[src/hdl/mer_pkg.sv]
`default_nettype none
// ----------------------------------------------------------------------------
// mer_pkg: shared types and constants of the midpoint ellipse rasterizer
// Holds the command opcodes, the fixed pixel and centre widths, and the
// pixel job that passes from the arithmetic core to the pixel emitter.
// ----------------------------------------------------------------------------
package mer_pkg;

    // Fixed field widths.
    localparam int CTR_W = 12;
    localparam int PIX_W = 14;

    // Command opcodes.
    localparam logic OP_START = 1'b0;
    localparam logic OP_STEP  = 1'b1;

    // One point to be plotted in its four symmetric positions.
    typedef struct packed {
        logic [CTR_W-1:0] cx;
        logic [CTR_W-1:0] cy;
        logic [PIX_W-1:0] dx;
        logic [PIX_W-1:0] dy;
        logic             done;
    } t_pix_job;

endpackage
`default_nettype wire

[src/hdl/midpoint_ellipse_rasterizer_unit.sv]
`default_nettype none
// ----------------------------------------------------------------------------
// midpoint_ellipse_rasterizer_unit: two-region midpoint ellipse rasterizer
// Input beats carry a start command (centre and radii) or a step command.
// Each step on an active ellipse yields four output beats, the symmetric
// pixels of the current point; the last beat of a step has last_of_run set,
// and all four beats of the final point (y = 0) carry done_res. Steps on an
// idle block and start commands produce no output.
// Input beats land in a two-entry queue. An accepted step passes the queue
// and the emitter's job register before it reaches the output. The
// sequencer drives its single shared multiplier through the start set-up
// states, the update states of a step (with an extra check in the first
// region) and the entry states on the step that crosses into the second
// region. The four output beats of one step overlap the core's update for the next.
// A stalled receiver holds the emitter; the core waits for the emitter and
// the queue fills, then the input is held off. Synchronous reset empties
// the queue and the emitter and leaves the block idle with no ellipse.
// ----------------------------------------------------------------------------
module midpoint_ellipse_rasterizer_unit #(
    parameter int RADIUS_BITS = 11
) (
    input  wire logic                            i_clk,
    input  wire logic                            i_rst_n,
    input  wire logic                            i_valid,
    output logic                                 o_ready,
    input  wire logic                            i_opcode,
    input  wire logic [mer_pkg::CTR_W-1:0]       i_center_x,
    input  wire logic [mer_pkg::CTR_W-1:0]       i_center_y,
    input  wire logic [RADIUS_BITS-1:0]          i_radius_x,
    input  wire logic [RADIUS_BITS-1:0]          i_radius_y,
    output logic                                 o_valid,
    input  wire logic                            i_ready,
    output logic signed [mer_pkg::PIX_W-1:0]     o_pixel_x,
    output logic signed [mer_pkg::PIX_W-1:0]     o_pixel_y,
    output logic                                 o_last_of_run,
    output logic                                 o_done_res
);

    logic                          cmd_valid, cmd_ready, cmd_start;
    logic [mer_pkg::CTR_W-1:0]     cmd_cx, cmd_cy;
    logic [RADIUS_BITS-1:0]        cmd_rx, cmd_ry;
    logic                          job_valid, job_ready;
    mer_pkg::t_pix_job             job;

    // Command intake and queue.
    mer_front #(
        .RADIUS_BITS (RADIUS_BITS)
    ) u_front (
        .i_clk       (i_clk),
        .i_rst_n     (i_rst_n),
        .i_valid     (i_valid),
        .o_ready     (o_ready),
        .i_opcode    (i_opcode),
        .i_center_x  (i_center_x),
        .i_center_y  (i_center_y),
        .i_radius_x  (i_radius_x),
        .i_radius_y  (i_radius_y),
        .o_cmd_valid (cmd_valid),
        .i_cmd_ready (cmd_ready),
        .o_cmd_start (cmd_start),
        .o_cmd_cx    (cmd_cx),
        .o_cmd_cy    (cmd_cy),
        .o_cmd_rx    (cmd_rx),
        .o_cmd_ry    (cmd_ry)
    );

    // Ellipse state and arithmetic.
    mer_core #(
        .RADIUS_BITS (RADIUS_BITS)
    ) u_core (
        .i_clk       (i_clk),
        .i_rst_n     (i_rst_n),
        .i_cmd_valid (cmd_valid),
        .o_cmd_ready (cmd_ready),
        .i_cmd_start (cmd_start),
        .i_cmd_cx    (cmd_cx),
        .i_cmd_cy    (cmd_cy),
        .i_cmd_rx    (cmd_rx),
        .i_cmd_ry    (cmd_ry),
        .o_job_valid (job_valid),
        .i_job_ready (job_ready),
        .o_job       (job)
    );

    // Four-beat pixel output.
    mer_emit u_emit (
        .i_clk         (i_clk),
        .i_rst_n       (i_rst_n),
        .i_job_valid   (job_valid),
        .o_job_ready   (job_ready),
        .i_job         (job),
        .o_valid       (o_valid),
        .i_ready       (i_ready),
        .o_pixel_x     (o_pixel_x),
        .o_pixel_y     (o_pixel_y),
        .o_last_of_run (o_last_of_run),
        .o_done_res    (o_done_res)
    );

`ifndef SYNTHESIS
    // The four beats of one point share its done flag and follow without a gap.
    a_run_done_steady : assert property (@(posedge i_clk) disable iff (!i_rst_n)
        (o_valid && i_ready && !o_last_of_run)
            |=> (o_valid && (o_done_res == $past(o_done_res))))
        else $error("done_res changed or output dropped inside one point");

    // No output beat is offered in the cycle after reset.
    a_reset_quiet : assert property (@(posedge i_clk)
        !i_rst_n |=> !o_valid)
        else $error("output valid right after reset");
`endif

endmodule
`default_nettype wire

[src/hdl/mer_front.sv]
`default_nettype none
// ----------------------------------------------------------------------------
// mer_front: command intake and queue
// Accepts input beats, classifies them as start or step commands and holds
// them in a two-entry queue so the intake and the core stall independently.
// ----------------------------------------------------------------------------
module mer_front #(
    parameter int RADIUS_BITS = 11
) (
    input  wire logic                          i_clk,
    input  wire logic                          i_rst_n,
    input  wire logic                          i_valid,
    output logic                               o_ready,
    input  wire logic                          i_opcode,
    input  wire logic [mer_pkg::CTR_W-1:0]     i_center_x,
    input  wire logic [mer_pkg::CTR_W-1:0]     i_center_y,
    input  wire logic [RADIUS_BITS-1:0]        i_radius_x,
    input  wire logic [RADIUS_BITS-1:0]        i_radius_y,
    output logic                               o_cmd_valid,
    input  wire logic                          i_cmd_ready,
    output logic                               o_cmd_start,
    output logic [mer_pkg::CTR_W-1:0]          o_cmd_cx,
    output logic [mer_pkg::CTR_W-1:0]          o_cmd_cy,
    output logic [RADIUS_BITS-1:0]             o_cmd_rx,
    output logic [RADIUS_BITS-1:0]             o_cmd_ry
);

    localparam int QDEPTH = 2;

    logic                         r_q_op [QDEPTH];
    logic [mer_pkg::CTR_W-1:0]    r_q_cx [QDEPTH];
    logic [mer_pkg::CTR_W-1:0]    r_q_cy [QDEPTH];
    logic [RADIUS_BITS-1:0]       r_q_rx [QDEPTH];
    logic [RADIUS_BITS-1:0]       r_q_ry [QDEPTH];

    logic       r_wptr, n_wptr;
    logic       r_rptr, n_rptr;
    logic [1:0] r_count, n_count;
    logic       push, pop;

    // Handshakes on both sides of the queue.
    assign o_ready     = (r_count != 2'(QDEPTH));
    assign o_cmd_valid = (r_count != 2'd0);
    assign push        = i_valid && o_ready;
    assign pop         = o_cmd_valid && i_cmd_ready;

    // Head entry, decoded into a start flag.
    assign o_cmd_start = (r_q_op[r_rptr] == mer_pkg::OP_START);
    assign o_cmd_cx    = r_q_cx[r_rptr];
    assign o_cmd_cy    = r_q_cy[r_rptr];
    assign o_cmd_rx    = r_q_rx[r_rptr];
    assign o_cmd_ry    = r_q_ry[r_rptr];

    // Pointer and fill count update.
    always_comb begin
        n_wptr  = push ? ~r_wptr : r_wptr;
        n_rptr  = pop ? ~r_rptr : r_rptr;
        n_count = r_count;
        if (push && !pop) begin
            n_count = r_count + 2'd1;
        end else if (pop && !push) begin
            n_count = r_count - 2'd1;
        end
    end

    always_ff @(posedge i_clk) begin
        if (!i_rst_n) begin
            r_wptr  <= 1'b0;
            r_rptr  <= 1'b0;
            r_count <= 2'd0;
        end else begin
            r_wptr  <= n_wptr;
            r_rptr  <= n_rptr;
            r_count <= n_count;
        end
    end

    // Queue storage.
    always_ff @(posedge i_clk) begin
        if (push) begin
            r_q_op[r_wptr] <= i_opcode;
            r_q_cx[r_wptr] <= i_center_x;
            r_q_cy[r_wptr] <= i_center_y;
            r_q_rx[r_wptr] <= i_radius_x;
            r_q_ry[r_wptr] <= i_radius_y;
        end
    end

endmodule
`default_nettype wire

[src/hdl/mer_core.sv]
`default_nettype none
// ----------------------------------------------------------------------------
// mer_core: ellipse state and decision arithmetic
// Holds the current point and the two-region decision variables. A
// sequencer drives one shared registered multiplier through the start
// set-up, the per-step update and the entry into the second region.
// ----------------------------------------------------------------------------
module mer_core #(
    parameter int RADIUS_BITS = 11
) (
    input  wire logic                          i_clk,
    input  wire logic                          i_rst_n,
    input  wire logic                          i_cmd_valid,
    output logic                               o_cmd_ready,
    input  wire logic                          i_cmd_start,
    input  wire logic [mer_pkg::CTR_W-1:0]     i_cmd_cx,
    input  wire logic [mer_pkg::CTR_W-1:0]     i_cmd_cy,
    input  wire logic [RADIUS_BITS-1:0]        i_cmd_rx,
    input  wire logic [RADIUS_BITS-1:0]        i_cmd_ry,
    output logic                               o_job_valid,
    input  wire logic                          i_job_ready,
    output mer_pkg::t_pix_job                  o_job
);

    localparam int R  = RADIUS_BITS;
    localparam int XW = R + 1;          // point x may pass the radius by one
    localparam int QW = 2 * R;          // squared radius
    localparam int SW = 3 * R + 2;      // step_a, step_b
    localparam int MW = 2 * R + 2;      // multiplier operand
    localparam int PW = 2 * MW;         // multiplier product
    localparam int DW = 4 * R + 6;      // decision, sign in the top bit
    localparam int EW = XW + mer_pkg::PIX_W;

    // Sequencer states.
    localparam logic [4:0] S_IDLE   = 5'd0;
    localparam logic [4:0] S_ST_RX2 = 5'd1;
    localparam logic [4:0] S_ST_RY2 = 5'd2;
    localparam logic [4:0] S_ST_RXY = 5'd3;
    localparam logic [4:0] S_ST_FIN = 5'd4;
    localparam logic [4:0] S_UA     = 5'd5;
    localparam logic [4:0] S_UB     = 5'd6;
    localparam logic [4:0] S_UC     = 5'd7;
    localparam logic [4:0] S_UD     = 5'd8;
    localparam logic [4:0] S_UE     = 5'd9;
    localparam logic [4:0] S_E1     = 5'd10;
    localparam logic [4:0] S_E2     = 5'd11;
    localparam logic [4:0] S_E3     = 5'd12;
    localparam logic [4:0] S_E4     = 5'd13;
    localparam logic [4:0] S_E5     = 5'd14;
    localparam logic [4:0] S_E6     = 5'd15;
    localparam logic [4:0] S_E7     = 5'd16;

    logic [4:0]               r_state, n_state;
    logic                     r_active, n_active;
    logic                     r_in2, n_in2;

    logic                     r_neg;
    logic [XW-1:0]            r_px;
    logic [R-1:0]             r_py;
    logic [SW-1:0]            r_step_a;
    logic [SW-1:0]            r_step_b;
    logic [DW-1:0]            r_dec;
    logic [mer_pkg::CTR_W-1:0] r_cx;
    logic [mer_pkg::CTR_W-1:0] r_cy;
    logic [R-1:0]             r_rx;
    logic [R-1:0]             r_ry;
    logic [QW-1:0]            r_rx2;
    logic [QW-1:0]            r_ry2;
    logic [PW-1:0]            r_prod;
    logic [MW-1:0]            r_t1, r_t2, r_t3;

    logic                     idle, cmd_take, neg;
    logic [MW-1:0]            mul_a, mul_b;
    logic [PW-1:0]            mul_p;
    logic [R+1:0]             tx;
    logic [R-1:0]             ty;
    logic [SW-1:0]            prod2;
    logic [DW-1:0]            sb_r1, r1_dec, r2_term, r2_dec;
    logic [EW-1:0]            px_ext, py_ext;

    assign idle     = (r_state == S_IDLE);
    assign neg      = r_dec[DW-1];
    assign cmd_take = i_cmd_valid && o_cmd_ready;

    // A step on an active ellipse needs room in the emitter; other commands do not.
    assign o_cmd_ready = idle && (i_cmd_start || !r_active || i_job_ready);
    assign o_job_valid = idle && i_cmd_valid && !i_cmd_start && r_active;

    // Pixel job built from the current point.
    assign px_ext = EW'(r_px);
    assign py_ext = EW'(r_py);
    always_comb begin
        o_job.cx   = r_cx;
        o_job.cy   = r_cy;
        o_job.dx   = px_ext[mer_pkg::PIX_W-1:0];
        o_job.dy   = py_ext[mer_pkg::PIX_W-1:0];
        o_job.done = (r_py == '0);
    end

    // Second-region entry terms; below y = 1 the offset y - 1 squares to one.
    assign tx = {r_px, 1'b1};
    assign ty = (r_py == '0) ? R'(1) : r_py - R'(1);

    // Shared multiplier operand selection.
    always_comb begin
        mul_a = '0;
        mul_b = '0;
        case (r_state)
            S_ST_RX2: begin mul_a = MW'(r_rx);  mul_b = MW'(r_rx); end
            S_ST_RY2: begin mul_a = MW'(r_ry);  mul_b = MW'(r_ry); end
            S_ST_RXY: begin mul_a = MW'(r_rx2); mul_b = MW'(r_ry); end
            S_UB:     begin mul_a = MW'(r_ry2); mul_b = MW'(r_px); end
            S_UC:     begin mul_a = MW'(r_rx2); mul_b = MW'(r_py); end
            S_E1:     begin mul_a = MW'(r_ry);  mul_b = MW'(tx);   end
            S_E2:     begin mul_a = MW'(r_rx);  mul_b = MW'(ty);   end
            S_E3:     begin mul_a = MW'(r_rx);  mul_b = MW'(r_ry); end
            S_E4:     begin mul_a = r_t1;       mul_b = r_t1;      end
            S_E5:     begin mul_a = r_t2;       mul_b = r_t2;      end
            S_E6:     begin mul_a = r_t3;       mul_b = r_t3;      end
            default:  begin mul_a = '0;         mul_b = '0;        end
        endcase
    end

    assign mul_p = PW'(mul_a) * PW'(mul_b);

    // Decision updates of the two regions.
    assign prod2   = SW'({r_prod, 1'b0});
    assign sb_r1   = r_neg ? '0 : DW'(prod2);
    assign r1_dec  = r_dec + DW'(r_step_a) + DW'(r_ry2) - sb_r1;
    assign r2_term = (r_neg ? DW'(r_step_a) : '0) - DW'(prod2) + DW'(r_rx2);
    assign r2_dec  = r_dec + (r2_term << 2);

    // Sequencer control.
    always_comb begin
        n_state  = r_state;
        n_active = r_active;
        n_in2    = r_in2;
        unique case (r_state)
            S_IDLE: begin
                if (cmd_take) begin
                    if (i_cmd_start) begin
                        n_active = 1'b1;
                        n_in2    = 1'b0;
                        n_state  = S_ST_RX2;
                    end else if (r_active) begin
                        if (r_py == '0) begin
                            n_active = 1'b0;
                        end else begin
                            n_state = S_UA;
                        end
                    end
                end
            end
            S_ST_RX2: n_state = S_ST_RY2;
            S_ST_RY2: n_state = S_ST_RXY;
            S_ST_RXY: n_state = S_ST_FIN;
            S_ST_FIN: n_state = S_IDLE;
            S_UA:     n_state = S_UB;
            S_UB:     n_state = S_UC;
            S_UC:     n_state = S_UD;
            S_UD:     n_state = r_in2 ? S_IDLE : S_UE;
            S_UE:     n_state = (r_step_a > r_step_b) ? S_E1 : S_IDLE;
            S_E1:     n_state = S_E2;
            S_E2:     n_state = S_E3;
            S_E3:     n_state = S_E4;
            S_E4:     n_state = S_E5;
            S_E5:     n_state = S_E6;
            S_E6:     n_state = S_E7;
            S_E7: begin
                n_in2   = 1'b1;
                n_state = S_IDLE;
            end
            default:  n_state = S_IDLE;
        endcase
    end

    always_ff @(posedge i_clk) begin
        if (!i_rst_n) begin
            r_state  <= S_IDLE;
            r_active <= 1'b0;
            r_in2    <= 1'b0;
        end else begin
            r_state  <= n_state;
            r_active <= n_active;
            r_in2    <= n_in2;
        end
    end

    // Datapath registers, loaded as the sequencer walks its states.
    always_ff @(posedge i_clk) begin
        r_prod <= mul_p;
        case (r_state)
            S_IDLE: begin
                if (cmd_take && i_cmd_start) begin
                    r_cx     <= i_cmd_cx;
                    r_cy     <= i_cmd_cy;
                    r_rx     <= i_cmd_rx;
                    r_ry     <= i_cmd_ry;
                    r_px     <= '0;
                    r_py     <= i_cmd_ry;
                    r_step_a <= '0;
                end
            end
            S_ST_RY2: r_rx2 <= r_prod[QW-1:0];
            S_ST_RXY: r_ry2 <= r_prod[QW-1:0];
            S_ST_FIN: begin
                r_step_b <= prod2;
                r_dec    <= DW'(r_ry2) - DW'(r_prod) + DW'(r_rx2 >> 2);
            end
            S_UA: begin
                r_neg <= neg;
                if (!r_in2) begin
                    r_px <= r_px + XW'(1);
                    if (!neg) begin
                        r_py <= r_py - R'(1);
                    end
                end else begin
                    r_py <= r_py - R'(1);
                    if (neg) begin
                        r_px <= r_px + XW'(1);
                    end
                end
            end
            S_UC: begin
                if (!r_in2 || r_neg) begin
                    r_step_a <= prod2;
                end
            end
            S_UD: begin
                if (r_in2) begin
                    r_step_b <= prod2;
                    r_dec    <= r2_dec;
                end else begin
                    if (!r_neg) begin
                        r_step_b <= prod2;
                    end
                    r_dec <= r1_dec;
                end
            end
            S_E2: r_t1  <= r_prod[MW-1:0];
            S_E3: r_t2  <= r_prod[MW-1:0];
            S_E4: r_t3  <= r_prod[MW-1:0];
            S_E5: r_dec <= DW'(r_prod);
            S_E6: r_dec <= r_dec + (DW'(r_prod) << 2);
            S_E7: r_dec <= r_dec - (DW'(r_prod) << 2);
            default: begin
            end
        endcase
    end

endmodule
`default_nettype wire

[src/hdl/mer_emit.sv]
`default_nettype none
// ----------------------------------------------------------------------------
// mer_emit: pixel emitter
// Holds one pixel job and sends its four quadrant-symmetric pixels as four
// output beats, taking the next job as the last beat leaves.
// ----------------------------------------------------------------------------
module mer_emit (
    input  wire logic                            i_clk,
    input  wire logic                            i_rst_n,
    input  wire logic                            i_job_valid,
    output logic                                 o_job_ready,
    input  wire mer_pkg::t_pix_job               i_job,
    output logic                                 o_valid,
    input  wire logic                            i_ready,
    output logic signed [mer_pkg::PIX_W-1:0]     o_pixel_x,
    output logic signed [mer_pkg::PIX_W-1:0]     o_pixel_y,
    output logic                                 o_last_of_run,
    output logic                                 o_done_res
);

    localparam logic [1:0] BEAT_LAST = 2'd3;

    logic                          r_busy;
    logic [1:0]                    r_idx;
    mer_pkg::t_pix_job             r_job;
    logic                          beat_take, job_take, is_last;
    logic [mer_pkg::PIX_W-1:0]     cx_ext, cy_ext, sum_x, sum_y;

    assign is_last     = (r_idx == BEAT_LAST);
    assign beat_take   = r_busy && i_ready;
    assign o_job_ready = !r_busy || (beat_take && is_last);
    assign job_take    = i_job_valid && o_job_ready;

    // Beat order: (+x,+y), (-x,+y), (+x,-y), (-x,-y).
    assign cx_ext = mer_pkg::PIX_W'(r_job.cx);
    assign cy_ext = mer_pkg::PIX_W'(r_job.cy);
    assign sum_x  = r_idx[0] ? cx_ext - r_job.dx : cx_ext + r_job.dx;
    assign sum_y  = r_idx[1] ? cy_ext - r_job.dy : cy_ext + r_job.dy;

    assign o_valid       = r_busy;
    assign o_pixel_x     = signed'(sum_x);
    assign o_pixel_y     = signed'(sum_y);
    assign o_last_of_run = is_last;
    assign o_done_res    = r_job.done;

    // Beat counter and occupancy.
    always_ff @(posedge i_clk) begin
        if (!i_rst_n) begin
            r_busy <= 1'b0;
            r_idx  <= 2'd0;
        end else if (job_take) begin
            r_busy <= 1'b1;
            r_idx  <= 2'd0;
        end else if (beat_take && is_last) begin
            r_busy <= 1'b0;
        end else if (beat_take) begin
            r_idx <= r_idx + 2'd1;
        end
    end

    // Job payload.
    always_ff @(posedge i_clk) begin
        if (job_take) begin
            r_job <= i_job;
        end
    end

endmodule
`default_nettype wire

[config.mk]
export PLATFORM = sky130hd
export DESIGN_NAME = midpoint_ellipse_rasterizer_unit
export DESIGN_NICKNAME = d
export VERILOG_FILES = /design/src/hdl/mer_pkg.sv /design/src/hdl/midpoint_ellipse_rasterizer_unit.sv /design/src/hdl/mer_front.sv /design/src/hdl/mer_core.sv /design/src/hdl/mer_emit.sv
export SDC_FILE = /design/constraint.sdc
export NUM_CORES = 2
export LEC_CHECK = 0
export ABC_AREA = 1
export BUFFER_PORTS_ARGS = -buffer_cell sky130_fd_sc_hd__buf_2
export CAP_MARGIN = 25
export CORE_MARGIN = 4
export CORE_UTILIZATION = 31
export DETAILED_ROUTE_END_ITERATION = 12
export PLACE_DENSITY = 0.49
export SLEW_MARGIN = 20
export SYNTH_ARGS = -nofsm -noshare
export SYNTH_HDL_FRONTEND = slang
export SYNTH_HIERARCHICAL = 1
export SYNTH_SLANG_ARGS = --single-unit
[constraint.sdc]
create_clock -name i_clk -period 9.8 [get_ports i_clk]
set_input_delay 1.96 -clock i_clk [delete_from_list [all_inputs] [get_ports i_clk]]
set_output_delay 1.96 -clock i_clk [all_outputs]
set_load 0.1 [all_outputs]
* Word-level counts from Yosys, hierarchy flattened
Memories as Yosys holds them, arrays and structs flattened. A register that Yosys moved wholly into a read port is not among the register bits.
Index checks and enable logic that the tools add are counted.
** Cells by class
- Add/sub/neg operators :: 19
- $mul :: 1
- Magnitude comparators :: 1
- Equal/unequal tests :: 27
- Mux-type cells :: 46
- Bitwise gates (word level) :: 5
- Reduce and logical (&&, ||, !) cells :: 45
** Operators with widths (number)
- $pmux W50 S5 :: 1
- $pmux W24 S9 :: 1
- $mux W35 :: 6
- $pmux W24 S7 :: 1
- $pmux W35 S2 :: 2
- $add A50 B50 Y50 :: 2
- $sub A50 B50 Y50 :: 2
- $pmux W5 S15 :: 1
- $add A50 B20 Y50 :: 1
- $add A50 B22 Y50 :: 1
- $add A50 B35 Y50 :: 1
- $mux W50 :: 1
- $sub A22 B48 Y49 :: 1
- $add A48 B22 Y48 :: 1
- $mul A24 B24 Y48 :: 1
- $sub A48 B35 Y48 :: 1
- $mux W11 :: 4
- $eq A5 B4 Y1 const B :: 8
- $mux W12 :: 3
- $gt A35 B35 Y1 :: 1
- $mux W14 :: 2
- $pmux W12 S2 :: 1
- $pmux W11 S2 :: 1
- $eq A5 B3 Y1 const B :: 4
- 33 further kinds :: 96
** Word-level totals
- Bits in registers :: 381
- RAM bits :: 94
- Logic and storage cells :: 175
- Memories kept :: 5
** Memory list
- u_front.r_q_cx :: depth 2, width 12, read ports 1, clocked after memory_dff 1, write ports 1, line mer_front.sv:31 : logic [mer_pkg::CTR_W-1:0] r_q_cx [QDEPTH];
- u_front.r_q_cy :: depth 2, width 12, read ports 1, clocked after memory_dff 1, write ports 1, line mer_front.sv:32 : logic [mer_pkg::CTR_W-1:0] r_q_cy [QDEPTH];
- u_front.r_q_rx :: depth 2, width 11, read ports 1, clocked after memory_dff 1, write ports 1, line mer_front.sv:33 : logic [RADIUS_BITS-1:0] r_q_rx [QDEPTH];
- u_front.r_q_ry :: depth 2, width 11, read ports 1, clocked after memory_dff 1, write ports 1, line mer_front.sv:34 : logic [RADIUS_BITS-1:0] r_q_ry [QDEPTH];
- u_front.r_q_op :: depth 2, width 1, read ports 1, clocked after memory_dff 1, write ports 1, line mer_front.sv:30 : logic r_q_op [QDEPTH];

* Depth between registers and ports, before layout
- Depth in word-level cells :: 9
- Depth in mapped cells :: 41
- Gate-level depth less buffers :: 39

* By module
Netlist, hierarchy kept.
** Modules (own cells, without submodules)
- mer_core :: times used 1, cells each 7414, area an instance 54419.7 um^2, seq. area each 10229.8 um^2
- mer_front :: times used 1, cells each 183, area an instance 3753.6 um^2, seq. area each 2922.8 um^2
- mer_emit :: times used 1, cells each 401, area an instance 3587.2 um^2, seq. area each 1651.6 um^2

* Worst setup path after synthesis
OpenSTA, ideal clock, no wires.
- Path type :: register to register
- Start point :: register u_core.r_state[3]
- End point :: register u_core.r_prod[40]
- Setup time :: 0.072 ns
- Arrival time :: 8.287 ns
- Setup slack :: 1.442 ns
- Cell stages (with the launch flop) :: 37
- Buffers on the path :: 1
- Clock period less this slack :: 8.358 ns
- Path through :: dfxtp_1 -> inv_1 -> nor2_1 -> inv_1 -> nor2_1 -> inv_2 -> nor2_1 -> nor3_2 -> inv_1 -> a211oi_1 -> nand4_1 -> clkbuf_1 -> nand2_1 -> fa_1 -> inv_1 -> fa_1 -> inv_1 -> fa_1 -> fa_1 -> inv_1 -> fa_1 -> fa_1 -> inv_1 -> fa_1 -> inv_1 -> ha_1 -> nand2_1 -> nor2_1 -> inv_1 -> o21ai_0 -> a31oi_1 -> o21ai_0 -> nand2_1 -> nand2_1 -> a21oi_1 -> o21bai_1 -> xor2_1
** On the way
- Cells in the longest elaborated chain, start to end :: 4
- Elaborated cells between the ends (all ways) :: 18
- Classes of those cells :: 1 x mul; 11 x eq/ne; 2 x mux; 4 x reduce/logical
** RTL lines
- start: declaration :: line mer_core.sv:53 : logic [4:0] r_state, n_state;
- start signal: assignment :: line mer_core.sv:183 : r_state <= n_state;
- $eq A5 B2 Y1 (tied with other cells) :: line mer_core.sv:108 : case (r_state)
- $reduce_or A3 Y1 (no line) or $reduce_or A2 Y1 (tied branches)
- $pmux W24 S9 or $pmux W24 S7 (tied branches) :: line mer_core.sv:108
- $mul A24 B24 Y48 * :: line mer_core.sv:124 : assign mul_p = PW'(mul_a) * PW'(mul_b);
- named net u_core.mul_p[40] :: line mer_core.sv:74 : logic [PW-1:0] mul_p;
- end signal: assignment :: line mer_core.sv:191 : r_prod <= mul_p;
- end: declaration :: line mer_core.sv:69 : logic [PW-1:0] r_prod;
The timed path passes the listed nets; every way through them passes the cells marked *.
A chain may end at the register's enable or synchronous reset.

==> impl_table.tex <==
\begin{tabular}{lr}
\hline
Metric & Value \\
\hline
\multicolumn{2}{l}{\textbf{Outcome}} \\
\quad Outcome & completed \\
\multicolumn{2}{l}{\textbf{CTS}} \\
\quad Clock sink count & 514 \\
\quad Number of buffers added by the clock tree synthesis step & 60 \\
\quad Quantity of hold-fixing buffers added after cts & 0 \\
\quad H-tree depth & 2 \\
\quad Maximum root-to-sink buffer count & 3 \\
\quad Post-CTS setup-driven buffer insertion count & 0 \\
\quad Root cell of the clock tree & sky130\_fd\_sc\_hd\_\_clkbuf\_16 \\
\quad Clock-pin slew of the registers on the worst-case setup and hold paths & 60 ps \\
\quad Total of cells resized after clock tree synthesis & 0 \\
\quad Clock insertion delay at the later pin of the skew report & 670 ps \\
\quad TritonCTS clock tree & done \\
\multicolumn{2}{l}{\textbf{Global route}} \\
\quad Aggregate global routing overflow & 0 \\
\quad Via count of the first global-routing pass & 54810 \\
\quad Maximum number of pins on one net before global-route repair & 48 \\
\quad First-pass GRT wire length & 367.9 mm \\
\quad Antenna violations before repair & 6 \\
\quad Aggregate global-route resource usage & 24.19\% \\
\multicolumn{2}{l}{\textbf{Logic synthesis}} \\
\quad Async S/R FF share, synth & 0\% \\
\quad Register area share after synthesis & 23.97\% \\
\quad Number of cells produced by synthesis & 7998 \\
\quad Library cell with the highest instance count after synthesis & sky130\_fd\_sc\_hd\_\_nand2\_1 \\
\quad Most common flop cell mapped by yosys & sky130\_fd\_sc\_hd\_\_edfxtp\_1 \\
\quad Ranking of synthesized cells by area & sky130\_fd\_sc\_hd\_\_edfxtp\_1, sky130\_fd\_sc\_hd\_\_fa\_1, sky130\_fd\_sc\_hd\_\_nand2\_1, sky130\_fd\_sc\_hd\_\_ha\_1, sky130\_fd\_sc\_hd\_\_inv\_1 \\
\quad Count of synthesis-stage warnings from yosys & 6 \\
\quad Post-Syn Area per Cell & 7.722 um\^{}2 \\
\quad Most common library cells after synthesis & sky130\_fd\_sc\_hd\_\_nand2\_1, sky130\_fd\_sc\_hd\_\_inv\_1, sky130\_fd\_sc\_hd\_\_nor2\_1, sky130\_fd\_sc\_hd\_\_fa\_1, sky130\_fd\_sc\_hd\_\_ha\_1 \\
\quad Synth unique cells & 77 \\
\quad Number of enable-type register cells in the synthesized netlist & 451 \\
\quad Post-synth design cell area & 61760 um\^{}2 \\
\quad Cell accounting for the most synthesized area & sky130\_fd\_sc\_hd\_\_edfxtp\_1 \\
\quad Post-synthesis sequential element count & 514 \\
\quad Share of the synthesized area in the top cell type & 21.93\% \\
\multicolumn{2}{l}{\textbf{Critical path}} \\
\quad CP max stage delay & 530 ps \\
\quad Worst setup SP type & register \\
\quad Cell with the largest stage delay on the worst path & sky130\_fd\_sc\_hd\_\_nor4\_2 \\
\quad Setup slack on the worst flop-to-flop path & 620 ps \\
\quad End of the worst register-to-register path & u\_core/r\_prod[39]\$\_DFF\_P\_ \\
\quad Worst endpoint required time & 10390 ps \\
\quad Crit path kind & reg -> reg \\
\quad FF-to-FF Start & u\_core/r\_py[0]\$\_DFFE\_PP\_ \\
\quad Top Family by Delay on Critical Path & adder cells \\
\quad Element type at the critical path end & register \\
\quad Most frequent CP cell & sky130\_fd\_sc\_hd\_\_fa\_1 \\
\quad Critical path launch point & u\_core/r\_py[0]\$\_DFFE\_PP\_ \\
\quad Critical path fanouts, max & 21 \\
\quad Setup crit end & u\_core/r\_prod[39]\$\_DFF\_P\_ \\
\quad Buffer and inverter count on the worst path & 8 \\
\quad Arrival time worst endpoint & 9770 ps \\
\quad R2R depth & 32 \\
\quad Critical path depth & 32 \\
\multicolumn{2}{l}{\textbf{Cells and area}} \\
\quad Number of nets in the final layout & 9240 \\
\quad Layout Area Growth over Synthesis & 10.04\% \\
\quad Number of non-filler instances in the completed layout & 10828 \\
\quad Fill cells & 21265 \\
\quad Layout cells sized above 1 & 6.425\% \\
\multicolumn{2}{l}{\textbf{Floorplan}} \\
\quad Num rows & 163 \\
\quad Die Height & 454.4 um \\
\quad Area of the die & 206400 um\^{}2 \\
\quad Core Area & 197800 um\^{}2 \\
\quad IO Pins & 83 \\
\quad Die Span X & 454.4 um \\
\quad Initial cell density of the core & 31.22\% \\
\multicolumn{2}{l}{\textbf{Timing}} \\
\quad Worst slew margin relative to its limit & 28.79\% \\
\quad Maximum operating frequency & 109.0 MHz \\
\quad Count of endpoints failing hold in the final timing report & 0 \\
\quad Min cycle time layout & 9178 ps \\
\quad Max Clock Skew & 37.50 ps \\
\quad Crit share post-route & 93.65\% \\
\quad Unrepaired setup endpoints after global routing & false \\
\quad Final number of max-transition violations & 0 \\
\quad Sum of negative setup slack & 0 ps \\
\quad Actual slew at the worst max-slew pin & 1064 ps \\
\quad Total setup violations reported at the end of the flow & 0 \\
\multicolumn{2}{l}{\textbf{Detailed routing}} \\
\quad Post-DR vias/cell & 5.033 \\
\quad Post-Route WL & 254.6 mm \\
\quad DR DRC count & 0 \\
\quad Number of antenna-violating nets in the routed design & 0 \\
\quad Average wire per standard cell & 23.52 um \\
\quad Pre-antenna DRT Iters & 8 \\
\quad Initial drt markers & 4667 \\
\quad DR vias & 54494 \\
\multicolumn{2}{l}{\textbf{Place}} \\
\quad Final HPWL DP & 213.9 mm \\
\quad Count of input and output buffers & 82 \\
\quad Placed cell count & 10713 \\
\quad GPL Wtd Cong & 0.9524 \\
\multicolumn{2}{l}{\textbf{Pwr}} \\
\quad Leakage power summed over all cells & 33.13 nW \\
\quad Worst-case vdd ir drop & 261.6 uV \\
\quad Pwr Density & 379.2 nW/um\^{}2 \\
\quad Total power & 0.02577 W \\
\multicolumn{2}{l}{\textbf{Hold path}} \\
\quad Worst hold-check path type & reg -> reg \\
\multicolumn{2}{l}{\textbf{Job}} \\
\quad Maximum capacitance violations & 0 \\
\hline
\end{tabular}
[cells in the final DEF, fill, tap and decap left out, drive strengths merged, types with 75 or more instances in the layout]
cell type  instances
clkbuf            75
nor2             763
nand3            284
edfxtp           451
inv             1715
buf              218
fa               545
nor3              92
xnor2             76
a21oi            479
ha               508
nand2           1793
xor2             215
o21ai            329
[logic make-up (layout without fill, tap and decap cells)]
group           Yosys count  after routing  share of synthesized area, %
simple gates           3108           3108                         20.92
other cells               1              6                      0.006072
buf+inv                1869           2054                         11.56
compound gates         1114           1114                         10.39
fa+ha+maj              1053           1053                         27.96
flops                   514            514                         23.97
xor+xnor                291            291                         4.139
mux                      48             48                         1.055
[area by class of cell]
type	instances	area [um^2]	share of cell area (%)
repair buffers	218	1460	2.148
well taps	2640	3303	4.860
flip-flops and latches	514	14810	21.79
clock buffers	75	1578	2.321
diodes	1	2.502	0.003682
inverters	1723	6479	9.533
multi-input cells	5619	39930	58.75
clock inverters	38	404.1	0.5946
[worst min path at each step]
stage / start / endpoint / slack [ps] / depth (start not counted)
6_report: u_core/r_cy[1]$_DFFE_PP_ / u_emit/cy_ext[1]$_DFFE_PP_ / 420 / 0
5_1_grt: u_core/r_cy[2]$_DFFE_PP_ / u_emit/cy_ext[2]$_DFFE_PP_ / 430 / 0
4_1_cts: u_core/r_cy[7]$_DFFE_PP_ / u_emit/cy_ext[7]$_DFFE_PP_ / 420 / 0
3_5_place_dp: u_core/r_cx[4]$_DFFE_PP_ / u_emit/cx_ext[4]$_DFFE_PP_ / 410 / 0
3_3_place_gp: u_core/r_cy[6]$_DFFE_PP_ / u_emit/cy_ext[6]$_DFFE_PP_ / 400 / 0
2_1_floorplan: u_core/r_cx[0]$_DFFE_PP_ / u_emit/cx_ext[0]$_DFFE_PP_ / 400 / 0
[through the flow]
stage	setup slack [ps]	hold slack [ps]	cell area, um^2	utilization [%]
floorplan	1442	400.3	61780	-
global placement	497.1	401.0	65930	33.33
detailed placement	446.2	405.2	65960	33.34
CTS	396.5	416.3	67940	34.34
global route	57.72	425.3	67960	34.35
finish	622.0	417.8	67960	34.36
[flip-flops by register name (all words and copies together), names as in the netlist, 11 cells and up, named ones only]
| name | count |
|---|---|
| u_core/r_step_b | 34 |
| u_core/r_rx2 | 22 |
| u_emit/cy_ext | 12 |
| u_core/r_ry | 11 |
| u_core/r_prod | 48 |
| u_core/r_step_a | 34 |
| u_core/r_rx | 11 |
| u_core/r_t2 | 24 |
| u_core/r_cy | 12 |
| u_core/r_t3 | 24 |
| u_front/r_q_ry | 22 |
| u_front/r_q_rx | 22 |
| u_core/r_ry2 | 22 |
| u_core/r_dec | 50 |
| u_front/r_q_cy | 24 |
| u_emit/cx_ext | 12 |
| u_core/r_px | 12 |
| u_core/r_cx | 12 |
| u_front/r_q_cx | 24 |
| u_core/r_t1 | 24 |
| u_core/r_py | 11 |
| u_emit/r_job | 28 |
[where the power goes]
part | switching [W] | leakage (nW) | internal, W
sequential | 0.000479 | 4.68 | 0.00300
clock | 0.000979 | 0.954 | 0.00129
combinational | 0.0141 | 27.5 | 0.00596
total | 0.0155 | 33.1 | 0.0103
[layer usage]
| layer | wire [um] | track usage, % | up-vias |
|---|---|---|---|
| met5 | 7 | 0 | - |
| met4 | 7540 | 6.519 | 2 |
| met3 | 15660 | 2.579 | 297 |
| met2 | 115300 | 39.36 | 1783 |
| met1 | 116100 | 34.14 | 26729 |
| li1 | - | - | 25683 |
[worst reg2reg max path, delay by kind of cell, from the launching register on]
kind	cells	cell delay (ps)
XOR/XNOR	1	140
AO/OA/AOI/OAI	3	850
flip-flops	1	420
AND/OR/NAND/NOR	11	2680
adder cells (fa/ha/maj)	9	3910
buffers and inverters	8	1120
(Power assumes the default switching activity.)
